===== config.mk =====
export PLATFORM = sky130hd
export DESIGN_NAME = tilt_orientation_detector_top
export DESIGN_NICKNAME = d
export VERILOG_FILES = /design/src/rtl/core/tod_pkg.sv /design/src/rtl/core/tod_ctrl.sv /design/src/rtl/core/tod_dp.sv /design/src/rtl/core/tilt_orientation_detector_top.sv
export SDC_FILE = /design/constraint.sdc
export NUM_CORES = 1
export LEC_CHECK = 0
export ABC_AREA = 1
export BUFFER_PORTS_ARGS = -buffer_cell sky130_fd_sc_hd__buf_2
export CAP_MARGIN = 25
export CORE_ASPECT_RATIO = 1.25
export CORE_MARGIN = 4
export CORE_UTILIZATION = 65
export CTS_CLUSTER_DIAMETER = 50
export CTS_CLUSTER_SIZE = 8
export DETAILED_ROUTE_END_ITERATION = 6
export PLACE_DENSITY = 0.86
export SYNTH_ARGS = -nofsm -noshare
export SYNTH_HDL_FRONTEND = slang
export SYNTH_SLANG_ARGS = --single-unit

===== constraint.sdc =====
create_clock -name clk -period 6.5 [get_ports clk]
set_clock_uncertainty 0.15 [all_clocks]
set_input_delay 0 -clock clk [delete_from_list [all_inputs] [get_ports clk]]
set_output_delay 0 -clock clk [all_outputs]
set_load 0.02 [all_outputs]

===== src/rtl/core/tod_pkg.sv =====
// Shared types, constants and tables for the tilt orientation detector.
package tod_pkg;

  // Field and register widths fixed by the interface.
  localparam int FIELD_W   = 16;
  localparam int ANGLE_W   = 16;
  localparam int CODE_W    = 3;
  localparam int CFG_W     = 15;
  localparam int CFG_IDX_W = 2;
  localparam int IN_DATA_W  = 32;
  localparam int OUT_DATA_W = 24;

  // Defaults for the top-level parameters.
  localparam int SAMPLE_WIDTH_DEF = 16;
  localparam int CORDIC_STEPS_DEF = 14;

  // Fixed-point constants.
  localparam int PRESCALE_SH = 8;       // vector prescale by 2^8
  localparam int ZW          = 29;      // Q.24 angle accumulator, signed
  localparam int ROUND_SH    = 11;      // Q.24 -> Q2.13
  localparam int RW          = ZW - ROUND_SH;
  localparam int ROUND_BIAS  = 1024;
  localparam int PI_Q13      = 25736;
  localparam int PI_Q24      = 52707179;
  localparam int ATAN_IDX_W  = 5;

  // Configuration register indexes.
  localparam logic [CFG_IDX_W-1:0] REG_FLAT_EDGE     = 2'd0;
  localparam logic [CFG_IDX_W-1:0] REG_PORTRAIT_LOW  = 2'd1;
  localparam logic [CFG_IDX_W-1:0] REG_PORTRAIT_HIGH = 2'd2;
  localparam logic [CFG_IDX_W-1:0] REG_LEFT_EDGE     = 2'd3;

  // Register reset values (Q2.13 radians).
  localparam logic [CFG_W-1:0] FLAT_EDGE_RST     = 15'd2048;
  localparam logic [CFG_W-1:0] PORTRAIT_LOW_RST  = 15'd10240;
  localparam logic [CFG_W-1:0] PORTRAIT_HIGH_RST = 15'd14336;
  localparam logic [CFG_W-1:0] LEFT_EDGE_RST     = 15'd22528;

  // Orientation codes.
  localparam logic [CODE_W-1:0] ORI_UNKNOWN    = 3'd0;
  localparam logic [CODE_W-1:0] ORI_PORTRAIT   = 3'd1;
  localparam logic [CODE_W-1:0] ORI_LAND_RIGHT = 3'd2;
  localparam logic [CODE_W-1:0] ORI_UPSIDE     = 3'd3;
  localparam logic [CODE_W-1:0] ORI_LAND_LEFT  = 3'd4;

  typedef enum logic [1:0] {
    ST_IDLE,
    ST_ITER,
    ST_ROUND,
    ST_EMIT
  } tod_state_t;

  typedef struct packed {
    logic load;   // capture a new sample and prerotate
    logic iter;   // run one CORDIC micro-rotation
    logic round;  // round and clamp the accumulated angle
    logic emit;   // classify and fill the output register
  } dp_cmd_t;

  typedef struct packed {
    logic last_step;
  } dp_status_t;

  // Arctangent of 2^-i in Q.24, rounded to nearest.
  function automatic logic [23:0] atan_q24(input logic [ATAN_IDX_W-1:0] idx);
    logic [23:0] v;
    case (idx)
      5'd0:    v = 24'd13176795;
      5'd1:    v = 24'd7778716;
      5'd2:    v = 24'd4110060;
      5'd3:    v = 24'd2086331;
      5'd4:    v = 24'd1047214;
      5'd5:    v = 24'd524117;
      5'd6:    v = 24'd262123;
      5'd7:    v = 24'd131069;
      5'd8:    v = 24'd65536;
      5'd9:    v = 24'd32768;
      5'd10:   v = 24'd16384;
      5'd11:   v = 24'd8192;
      5'd12:   v = 24'd4096;
      5'd13:   v = 24'd2048;
      5'd14:   v = 24'd1024;
      5'd15:   v = 24'd512;
      5'd16:   v = 24'd256;
      5'd17:   v = 24'd128;
      5'd18:   v = 24'd64;
      5'd19:   v = 24'd32;
      default: v = 24'd0;
    endcase
    return v;
  endfunction

endpackage


===== src/rtl/core/tod_ctrl.sv =====
// Sequencing state machine for the tilt orientation detector.
module tod_ctrl (
  input  logic                clk,
  input  logic                rst_n,
  input  logic                in_tvalid,
  output logic                in_tready,
  output logic                out_tvalid,
  input  logic                out_tready,
  input  tod_pkg::dp_status_t status,
  output tod_pkg::dp_cmd_t    cmd
);

  tod_pkg::tod_state_t state_r, state_nxt;
  logic                out_tvalid_r, out_tvalid_nxt;

  always_ff @(posedge clk) begin
    if (!rst_n) begin
      state_r      <= tod_pkg::ST_IDLE;
      out_tvalid_r <= 1'b0;
    end else begin
      state_r      <= state_nxt;
      out_tvalid_r <= out_tvalid_nxt;
    end
  end

  always_comb begin
    state_nxt = state_r;
    cmd       = '0;
    in_tready = 1'b0;
    case (state_r)
      tod_pkg::ST_IDLE: begin
        in_tready = 1'b1;
        if (in_tvalid) begin
          cmd.load  = 1'b1;
          state_nxt = tod_pkg::ST_ITER;
        end
      end
      tod_pkg::ST_ITER: begin
        cmd.iter = 1'b1;
        if (status.last_step) begin
          state_nxt = tod_pkg::ST_ROUND;
        end
      end
      tod_pkg::ST_ROUND: begin
        cmd.round = 1'b1;
        state_nxt = tod_pkg::ST_EMIT;
      end
      tod_pkg::ST_EMIT: begin
        // wait for the output register to drain
        if (!out_tvalid_r || out_tready) begin
          cmd.emit  = 1'b1;
          state_nxt = tod_pkg::ST_IDLE;
        end
      end
      default: begin
        state_nxt = tod_pkg::ST_IDLE;
      end
    endcase
    if (cmd.emit) begin
      out_tvalid_nxt = 1'b1;
    end else if (out_tready) begin
      out_tvalid_nxt = 1'b0;
    end else begin
      out_tvalid_nxt = out_tvalid_r;
    end
  end

  assign out_tvalid = out_tvalid_r;

endmodule


===== src/rtl/core/tod_dp.sv =====
// CORDIC vectoring datapath, band classifier and register file.
module tod_dp #(
  parameter int SAMPLE_WIDTH = tod_pkg::SAMPLE_WIDTH_DEF,
  parameter int CORDIC_STEPS = tod_pkg::CORDIC_STEPS_DEF
) (
  input  logic                              clk,
  input  logic                              rst_n,
  input  tod_pkg::dp_cmd_t                  cmd,
  output tod_pkg::dp_status_t               status,
  input  logic [tod_pkg::FIELD_W-1:0]       in_accel_x,
  input  logic [tod_pkg::FIELD_W-1:0]       in_accel_y,
  input  logic                              cfg_we,
  input  logic [tod_pkg::CFG_IDX_W-1:0]     cfg_index,
  input  logic [tod_pkg::CFG_W-1:0]         cfg_data,
  output logic signed [tod_pkg::ANGLE_W-1:0] out_angle,
  output logic [tod_pkg::CODE_W-1:0]        out_code,
  output logic                              out_changed
);

  localparam int EW = (SAMPLE_WIDTH > tod_pkg::FIELD_W) ? SAMPLE_WIDTH : tod_pkg::FIELD_W;
  localparam int AW = SAMPLE_WIDTH + 11;
  localparam int CW = (CORDIC_STEPS > 1) ? $clog2(CORDIC_STEPS) : 1;
  localparam int TW = tod_pkg::CFG_W + 2;

  // Sample extraction: low SAMPLE_WIDTH bits, sign extended.
  logic [EW-1:0]                 raw_x, raw_y;
  logic signed [SAMPLE_WIDTH-1:0] sx, sy;
  logic signed [AW-1:0]          sx_w, sy_w;

  assign raw_x = EW'(in_accel_x);
  assign raw_y = EW'(in_accel_y);
  assign sx    = raw_x[SAMPLE_WIDTH-1:0];
  assign sy    = raw_y[SAMPLE_WIDTH-1:0];
  assign sx_w  = AW'(sx) <<< tod_pkg::PRESCALE_SH;
  assign sy_w  = AW'(sy) <<< tod_pkg::PRESCALE_SH;

  logic signed [AW-1:0]         a_r, b_r;
  logic signed [tod_pkg::ZW-1:0] z_r;
  logic [CW-1:0]                cnt_r;
  logic                         zero_r;
  logic signed [tod_pkg::ANGLE_W-1:0] angle_r;

  logic [tod_pkg::CFG_W-1:0] flat_edge_r, portrait_low_r, portrait_high_r, left_edge_r;
  logic [tod_pkg::CODE_W-1:0] ori_r;
  logic [tod_pkg::CODE_W-1:0] out_code_r;
  logic signed [tod_pkg::ANGLE_W-1:0] out_angle_r;
  logic out_changed_r;

  // One micro-rotation.
  logic signed [AW-1:0]          da, db;
  logic signed [tod_pkg::ZW-1:0] atan_v;

  assign da     = b_r >>> cnt_r;
  assign db     = a_r >>> cnt_r;
  assign atan_v = tod_pkg::ZW'(tod_pkg::atan_q24(tod_pkg::ATAN_IDX_W'(cnt_r)));

  assign status.last_step = (cnt_r == CW'(CORDIC_STEPS - 1));

  // Round Q.24 to Q2.13 and clamp to +-pi.
  logic signed [tod_pkg::ZW-1:0] z_bias;
  logic signed [tod_pkg::RW-1:0] r_full;
  logic signed [tod_pkg::ANGLE_W-1:0] r_clamp;

  assign z_bias = z_r + tod_pkg::ZW'(tod_pkg::ROUND_BIAS);
  assign r_full = tod_pkg::RW'(z_bias >>> tod_pkg::ROUND_SH);

  always_comb begin
    if (zero_r) begin
      r_clamp = tod_pkg::ANGLE_W'(tod_pkg::PI_Q13);
    end else if (r_full > tod_pkg::RW'(tod_pkg::PI_Q13)) begin
      r_clamp = tod_pkg::ANGLE_W'(tod_pkg::PI_Q13);
    end else if (r_full < -tod_pkg::RW'(tod_pkg::PI_Q13)) begin
      r_clamp = -tod_pkg::ANGLE_W'(tod_pkg::PI_Q13);
    end else begin
      r_clamp = tod_pkg::ANGLE_W'(r_full);
    end
  end

  // Band classification, first match wins.
  logic signed [TW-1:0] ang_t, fe_t, pl_t, ph_t, le_t;
  logic [tod_pkg::CODE_W-1:0] band;

  assign ang_t = TW'(angle_r);
  assign fe_t  = $signed({2'b00, flat_edge_r});
  assign pl_t  = $signed({2'b00, portrait_low_r});
  assign ph_t  = $signed({2'b00, portrait_high_r});
  assign le_t  = $signed({2'b00, left_edge_r});

  always_comb begin
    if (ang_t >= -ph_t && ang_t <= -pl_t) begin
      band = tod_pkg::ORI_PORTRAIT;
    end else if (ang_t >= -fe_t && ang_t <= fe_t) begin
      band = tod_pkg::ORI_LAND_RIGHT;
    end else if (ang_t >= pl_t && ang_t <= ph_t) begin
      band = tod_pkg::ORI_UPSIDE;
    end else if (ang_t <= -le_t || ang_t >= le_t) begin
      band = tod_pkg::ORI_LAND_LEFT;
    end else begin
      band = tod_pkg::ORI_UNKNOWN;
    end
  end

  logic upd;
  assign upd = (band != tod_pkg::ORI_UNKNOWN) && (band != ori_r);

  // Control state: configuration and detected orientation.
  always_ff @(posedge clk) begin
    if (!rst_n) begin
      flat_edge_r     <= tod_pkg::FLAT_EDGE_RST;
      portrait_low_r  <= tod_pkg::PORTRAIT_LOW_RST;
      portrait_high_r <= tod_pkg::PORTRAIT_HIGH_RST;
      left_edge_r     <= tod_pkg::LEFT_EDGE_RST;
      ori_r           <= tod_pkg::ORI_UNKNOWN;
    end else begin
      if (cfg_we) begin
        case (cfg_index)
          tod_pkg::REG_FLAT_EDGE:     flat_edge_r     <= cfg_data;
          tod_pkg::REG_PORTRAIT_LOW:  portrait_low_r  <= cfg_data;
          tod_pkg::REG_PORTRAIT_HIGH: portrait_high_r <= cfg_data;
          tod_pkg::REG_LEFT_EDGE:     left_edge_r     <= cfg_data;
          default: begin
          end
        endcase
      end
      if (cmd.emit && upd) begin
        ori_r <= band;
      end
    end
  end

  // Payload registers.
  always_ff @(posedge clk) begin
    if (cmd.load) begin
      cnt_r  <= '0;
      zero_r <= (sx == '0) && (sy == '0);
      if (sx > 0) begin
        // first component negative: turn by pi
        a_r <= sx_w;
        b_r <= -sy_w;
        z_r <= (sy >= 0) ? tod_pkg::ZW'(tod_pkg::PI_Q24) : -tod_pkg::ZW'(tod_pkg::PI_Q24);
      end else begin
        a_r <= -sx_w;
        b_r <= sy_w;
        z_r <= '0;
      end
    end else if (cmd.iter) begin
      cnt_r <= cnt_r + CW'(1);
      if (b_r >= 0) begin
        a_r <= a_r + da;
        b_r <= b_r - db;
        z_r <= z_r + atan_v;
      end else begin
        a_r <= a_r - da;
        b_r <= b_r + db;
        z_r <= z_r - atan_v;
      end
    end
    if (cmd.round) begin
      angle_r <= r_clamp;
    end
    if (cmd.emit) begin
      out_angle_r   <= angle_r;
      out_code_r    <= upd ? band : ori_r;
      out_changed_r <= upd;
    end
  end

  assign out_angle   = out_angle_r;
  assign out_code    = out_code_r;
  assign out_changed = out_changed_r;

endmodule


===== src/rtl/core/tilt_orientation_detector_top.sv =====
// Top level of the tilt orientation detector: controller plus datapath.
// Usage:
//   Input stream in_*: one item per sample, in_tdata = {accel_y, accel_x}
//   as 16-bit two's complement values (4096 per g).
//   Output stream out_*: one item per sample carrying the tilt angle
//   atan2(y, -x) in Q2.13 radians, the current orientation code and a
//   flag that is set when this sample changed the orientation.
//   Configuration port cfg_*: write band edges (Q2.13) while idle;
//   index 0 flat_edge, 1 portrait_low, 2 portrait_high, 3 left_edge.
// Flow:
//   An item runs through one shared CORDIC stage that iterates once per
//   cycle, then is rounded and emitted into the output register; a new
//   item is accepted only after the previous one has been emitted.
//   The output register decouples the sides: a finished result waits there
//   while the next sample is taken and iterated; a stalled receiver only
//   holds the block once a second result is ready.
// Reset: rst_n (synchronous, active low) empties the pipeline, sets the
//   orientation to unknown and loads the default band edges.
module tilt_orientation_detector_top #(
  parameter int SAMPLE_WIDTH = tod_pkg::SAMPLE_WIDTH_DEF,
  parameter int CORDIC_STEPS = tod_pkg::CORDIC_STEPS_DEF
) (
  input  logic                                clk,
  input  logic                                rst_n,
  // in_tdata: [15:0] accel_x, [31:16] accel_y
  input  logic [tod_pkg::IN_DATA_W-1:0]       in_tdata,
  input  logic                                in_tvalid,
  output logic                                in_tready,
  // out_tdata: [15:0] tilt_angle, [18:16] orientation_code,
  //            [19] orientation_changed, [23:20] zero
  output logic [tod_pkg::OUT_DATA_W-1:0]      out_tdata,
  output logic                                out_tvalid,
  input  logic                                out_tready,
  input  logic                                cfg_we,
  input  logic [tod_pkg::CFG_IDX_W-1:0]       cfg_index,
  input  logic [tod_pkg::CFG_W-1:0]           cfg_data
);

  tod_pkg::dp_cmd_t    cmd;
  tod_pkg::dp_status_t status;

  logic signed [tod_pkg::ANGLE_W-1:0] out_angle;
  logic [tod_pkg::CODE_W-1:0]         out_code;
  logic                               out_changed;

  // Sequence load, iterate, round and emit.
  tod_ctrl u_ctrl (
    .clk        (clk),
    .rst_n      (rst_n),
    .in_tvalid  (in_tvalid),
    .in_tready  (in_tready),
    .out_tvalid (out_tvalid),
    .out_tready (out_tready),
    .status     (status),
    .cmd        (cmd)
  );

  // Hold the CORDIC registers, band edges and the orientation.
  tod_dp #(
    .SAMPLE_WIDTH (SAMPLE_WIDTH),
    .CORDIC_STEPS (CORDIC_STEPS)
  ) u_dp (
    .clk         (clk),
    .rst_n       (rst_n),
    .cmd         (cmd),
    .status      (status),
    .in_accel_x  (in_tdata[15:0]),
    .in_accel_y  (in_tdata[31:16]),
    .cfg_we      (cfg_we),
    .cfg_index   (cfg_index),
    .cfg_data    (cfg_data),
    .out_angle   (out_angle),
    .out_code    (out_code),
    .out_changed (out_changed)
  );

  // Pack the result, pad to whole bytes.
  assign out_tdata = {4'b0000, out_changed, out_code, out_angle};

`ifndef SYNTHESIS
  // Busy right after taking an item.
  a_busy_after_accept: assert property (@(posedge clk) disable iff (!rst_n)
    in_tvalid && in_tready |=> !in_tready)
    else $error("accepted a second item while the first was iterating");

  // A change always lands on a real orientation.
  a_changed_known: assert property (@(posedge clk) disable iff (!rst_n)
    out_tvalid && out_tdata[19] |-> out_tdata[18:16] != tod_pkg::ORI_UNKNOWN)
    else $error("orientation changed to unknown");

  // Angle stays within +-pi.
  a_angle_range: assert property (@(posedge clk) disable iff (!rst_n)
    out_tvalid |-> ($signed(out_tdata[15:0]) <= $signed(16'sd25736)) &&
                   ($signed(out_tdata[15:0]) >= $signed(-16'sd25736)))
    else $error("tilt angle outside +-pi");
`endif

endmodule

==> impl_metrics.yaml <==
place:
  place.detailed.hpwl_um: 51500
  place_inst: 3687
  gp_routability_congestion: 0.956
  io_buffers: 75
  dp_slack_ns: 1.26
sta:
  hold_viol: 0
  whs_ns: 0.0451
  timing.fmax_mhz: 179
  relSlewSlack_pct: 26.7
  tns_ns: 0
  tightest_slew_ns: 1.10
  fin_crit_ns: 5.59
  maxSlewViolCount: 0
  setup_violations: 0
  rsz0062_at_grt: "no"
  finalCritPeriodShare_pct: 86.0
  postLayoutSetupSlackWorst_ns: 0.907
worst_setup_path:
  cpPeakStageDelay_ns: 0.61
  cp_common_cell: "nand2_1"
  cp_slowest_cell: "dfxtp_2"
  rrSetupSlack_ns: 0.91
  cp-startpoint: "u_dp.cnt_r[0]"
  reg2reg_from: "u_dp.cnt_r[0]"
  critPathRequiredTime_ns: 6.61
  critPathLaunchType: "flip-flop"
  worstSetupEndpointType: "flip-flop"
  path_class: "flip-flop to flip-flop"
  critPathArrivalTime_ns: 5.70
  crit_path_max_fanout: 45
synthesis:
  ys_seq_area_share_pct: 25.1
  async_flop_share_pct: 0
  syn_inst: 3270
  yosysWarnings: 0
  ys_ff_latch: 213
  synth_cell_type_count: 62
  synth_edf_count: 120
  ys.flop_type: "edfxtp_1"
  synth_area_um2: 21800
  postSynthAreaPerCell_um2: 6.67
run:
  maxCapViolCount: 0
drt:
  drc: 0
  viasPerCell: 5.96
  vias: 22800
  drt_iter0_markers: 2101
  wirelength_um: 69100
  dr.pass1.iters: 6
  wire_per_inst_um: 18.0
  ant_nets: 0
grt:
  gr-total-overflow: 0
  grt_max_degree: 70
  grt_antenna_before_repair: 1
  first_global_vias: 22100
  grt_first_pass_wirelength_um: 109000
  grtUsageTotal_pct: 37.1
floorplan:
  die-area_um2: 36600
  start_util_pct: 66.4
  ios: 80
  dieWidth_um: 172
  core_area_um2: 32900
  die_h_um: 213
  fp-row-count: 74
finish:
  fillers: 2664
  drive_gt1_share_pct: 6.91
  multi_input_area_um2: 14400
  regArea_um2: 5470
  stdcell_count: 3831
  nets: 3668
  syn2layout_area_growth_pct: 11.6
  num_antenna_cells: 0
clocking:
  cts.path.max_buffers: 3
  cts_tree: "yes"
  clock_latency_ns: 0.53
  clkSinkCount: 213
  numCtsBuffers: 37
  cts_resized: 0
  root_buffer: "clkbuf_16"
  cts_htree_levels: 2
  clk_pin_slew_ns: 0.05
min_path:
  min_from: "rst_n"
  hp-class: "input port to flip-flop"
run_status:
  status: "completed"
final cells by class:
class / count / area share (%)
Clock buffer: 61 / 4.73
Clock inverter: 7 / 0.164
Inverter: 388 / 5.99
Multi-Input combinational cell: 2576 / 59.2
Sequential cell: 213 / 22.5
Tap cell: 418 / 2.15
Timing Repair Buffer: 168 / 5.28
placed cells by master, fill, tap and decap left out, types with 5 or more instances in the layout:
cell,instances
nand3_1,237
nand2_2,13
buf_2,76
o21ai_0,224
nor3_1,62
edfxtp_1,120
o211ai_1,19
nand2_1,826
nor4_1,12
xnor2_1,36
o21ai_2,11
o21bai_1,5
nor3_2,5
clkbuf_16,42
clkinv_2,5
dlygate4sd3_1,75
a21o_1,12
inv_2,7
nand4_1,44
o31ai_1,11
inv_1,378
or2_1,7
o21ai_1,34
buf_4,15
a31oi_1,13
nand3b_1,7
clkbuf_1,16
or2_2,22
dfxtp_1,91
xor2_1,115
nor2_1,266
and2_1,17
o21a_1,8
a21oi_1,287
nor2_2,9
ha_1,227
path summary, 6_finish.rpt:
kind / endpoint / cells after the start
setup / recovery: u_dp.a_r[23] / 26
hold / removal: u_dp.ori_r[0] / 3
setup reg to reg: u_dp.a_r[23] / 26
hold reg to reg: u_dp.left_edge_r[0] / 2
synth_stat cells (all sizes together) (2+ instances only):
cell,count,area [µm²]
nor2,277,1080
nand4,45,288
o221ai,4,35.0
or2,30,188
fa,3,60.1
nor3,68,377
inv,385,1450
o211ai,19,143
clkinv,3,11.3
and2,18,113
o21a,8,60.1
ha,227,2840
nand2,839,3180
o21bai,5,37.5
a21boi,3,22.5
o21ai,270,1400
a21o,12,90.1
nor4,12,75.1
clkbuf,44,165
a211oi,2,15.0
dfxtp,93,1860
o221a,2,22.5
buf,52,330
xnor2,37,332
xor2,116,1020
nand3,241,1230
nand3b,8,63.8
edfxtp,120,3600
o22ai,3,18.8
a31oi,13,81.3
o31ai,11,82.6
a21oi,291,1470
registers in the layout, summed over array words and instances (netlist names):
name	flops
u_ctrl.state_r	2
u_dp.out_angle	16
u_dp.a_r	27
u_dp.out_code	3
u_dp.left_edge_r	15
u_dp.z_r	29
u_dp.cnt_r	4
u_dp.atan_v	23
u_dp.ori_r	3
u_dp.portrait_low_r	15
u_dp.flat_edge_r	15
u_dp.out_changed	1
u_dp.zero_r	1
u_dp.b_r	27
u_ctrl.out_tvalid	1
u_dp.angle_r	16
u_dp.portrait_high_r	15
routing by layer:
metal	routed length (µm)	vias to the layer above	global-route usage [%]	share of wire, %
met5	8	-	0	0.012
met4	5830	2	26.8	8.4
met3	4550	307	5.35	6.6
met2	33300	999	64.5	48
met1	25400	10300	41.2	37
li1	-	11200	-	-
cell families after synthesis:
| group | after synthesis | synth area share (%) |
|---|---|---|
| adders and majority gates | 230 | 13.3 |
| DFF | 213 | 25.1 |
| xor gates and xnor gates | 153 | 6.21 |
| other | 1 | 0.0172 |
| buffers and inverters | 484 | 8.96 |
| AOI/OAI and AO/OA | 649 | 16.2 |
| and+or+nand+nor | 1540 | 30.3 |
critical path, delay by kind of cell, from the launching register on:
kind            cells  cell delay (ns)
compound gates      6             1.08
simple gates       13             1.69
xor+xnor            1             0.16
buf+inv             4             0.93
flops               1             0.61
fa+ha+maj           2             0.66
what timing repair did:
item,in CTS,in global routing
setup buffers,0,0
endpoints found under the hold margin,127,0
hold buffers,75,0
through the flow:
step	util [%]	cell area, µm²
2_1_floorplan	-	21800
3_3_place_gp	68.0	22400
3_5_place_dp	68.1	22400
4_1_cts	74.0	24300
5_1_grt	74.1	24300
6_report	74.1	24300
Power is not shown: default switching activity piles up to over one toggle a cycle in this logic, so the estimate is an artifact.
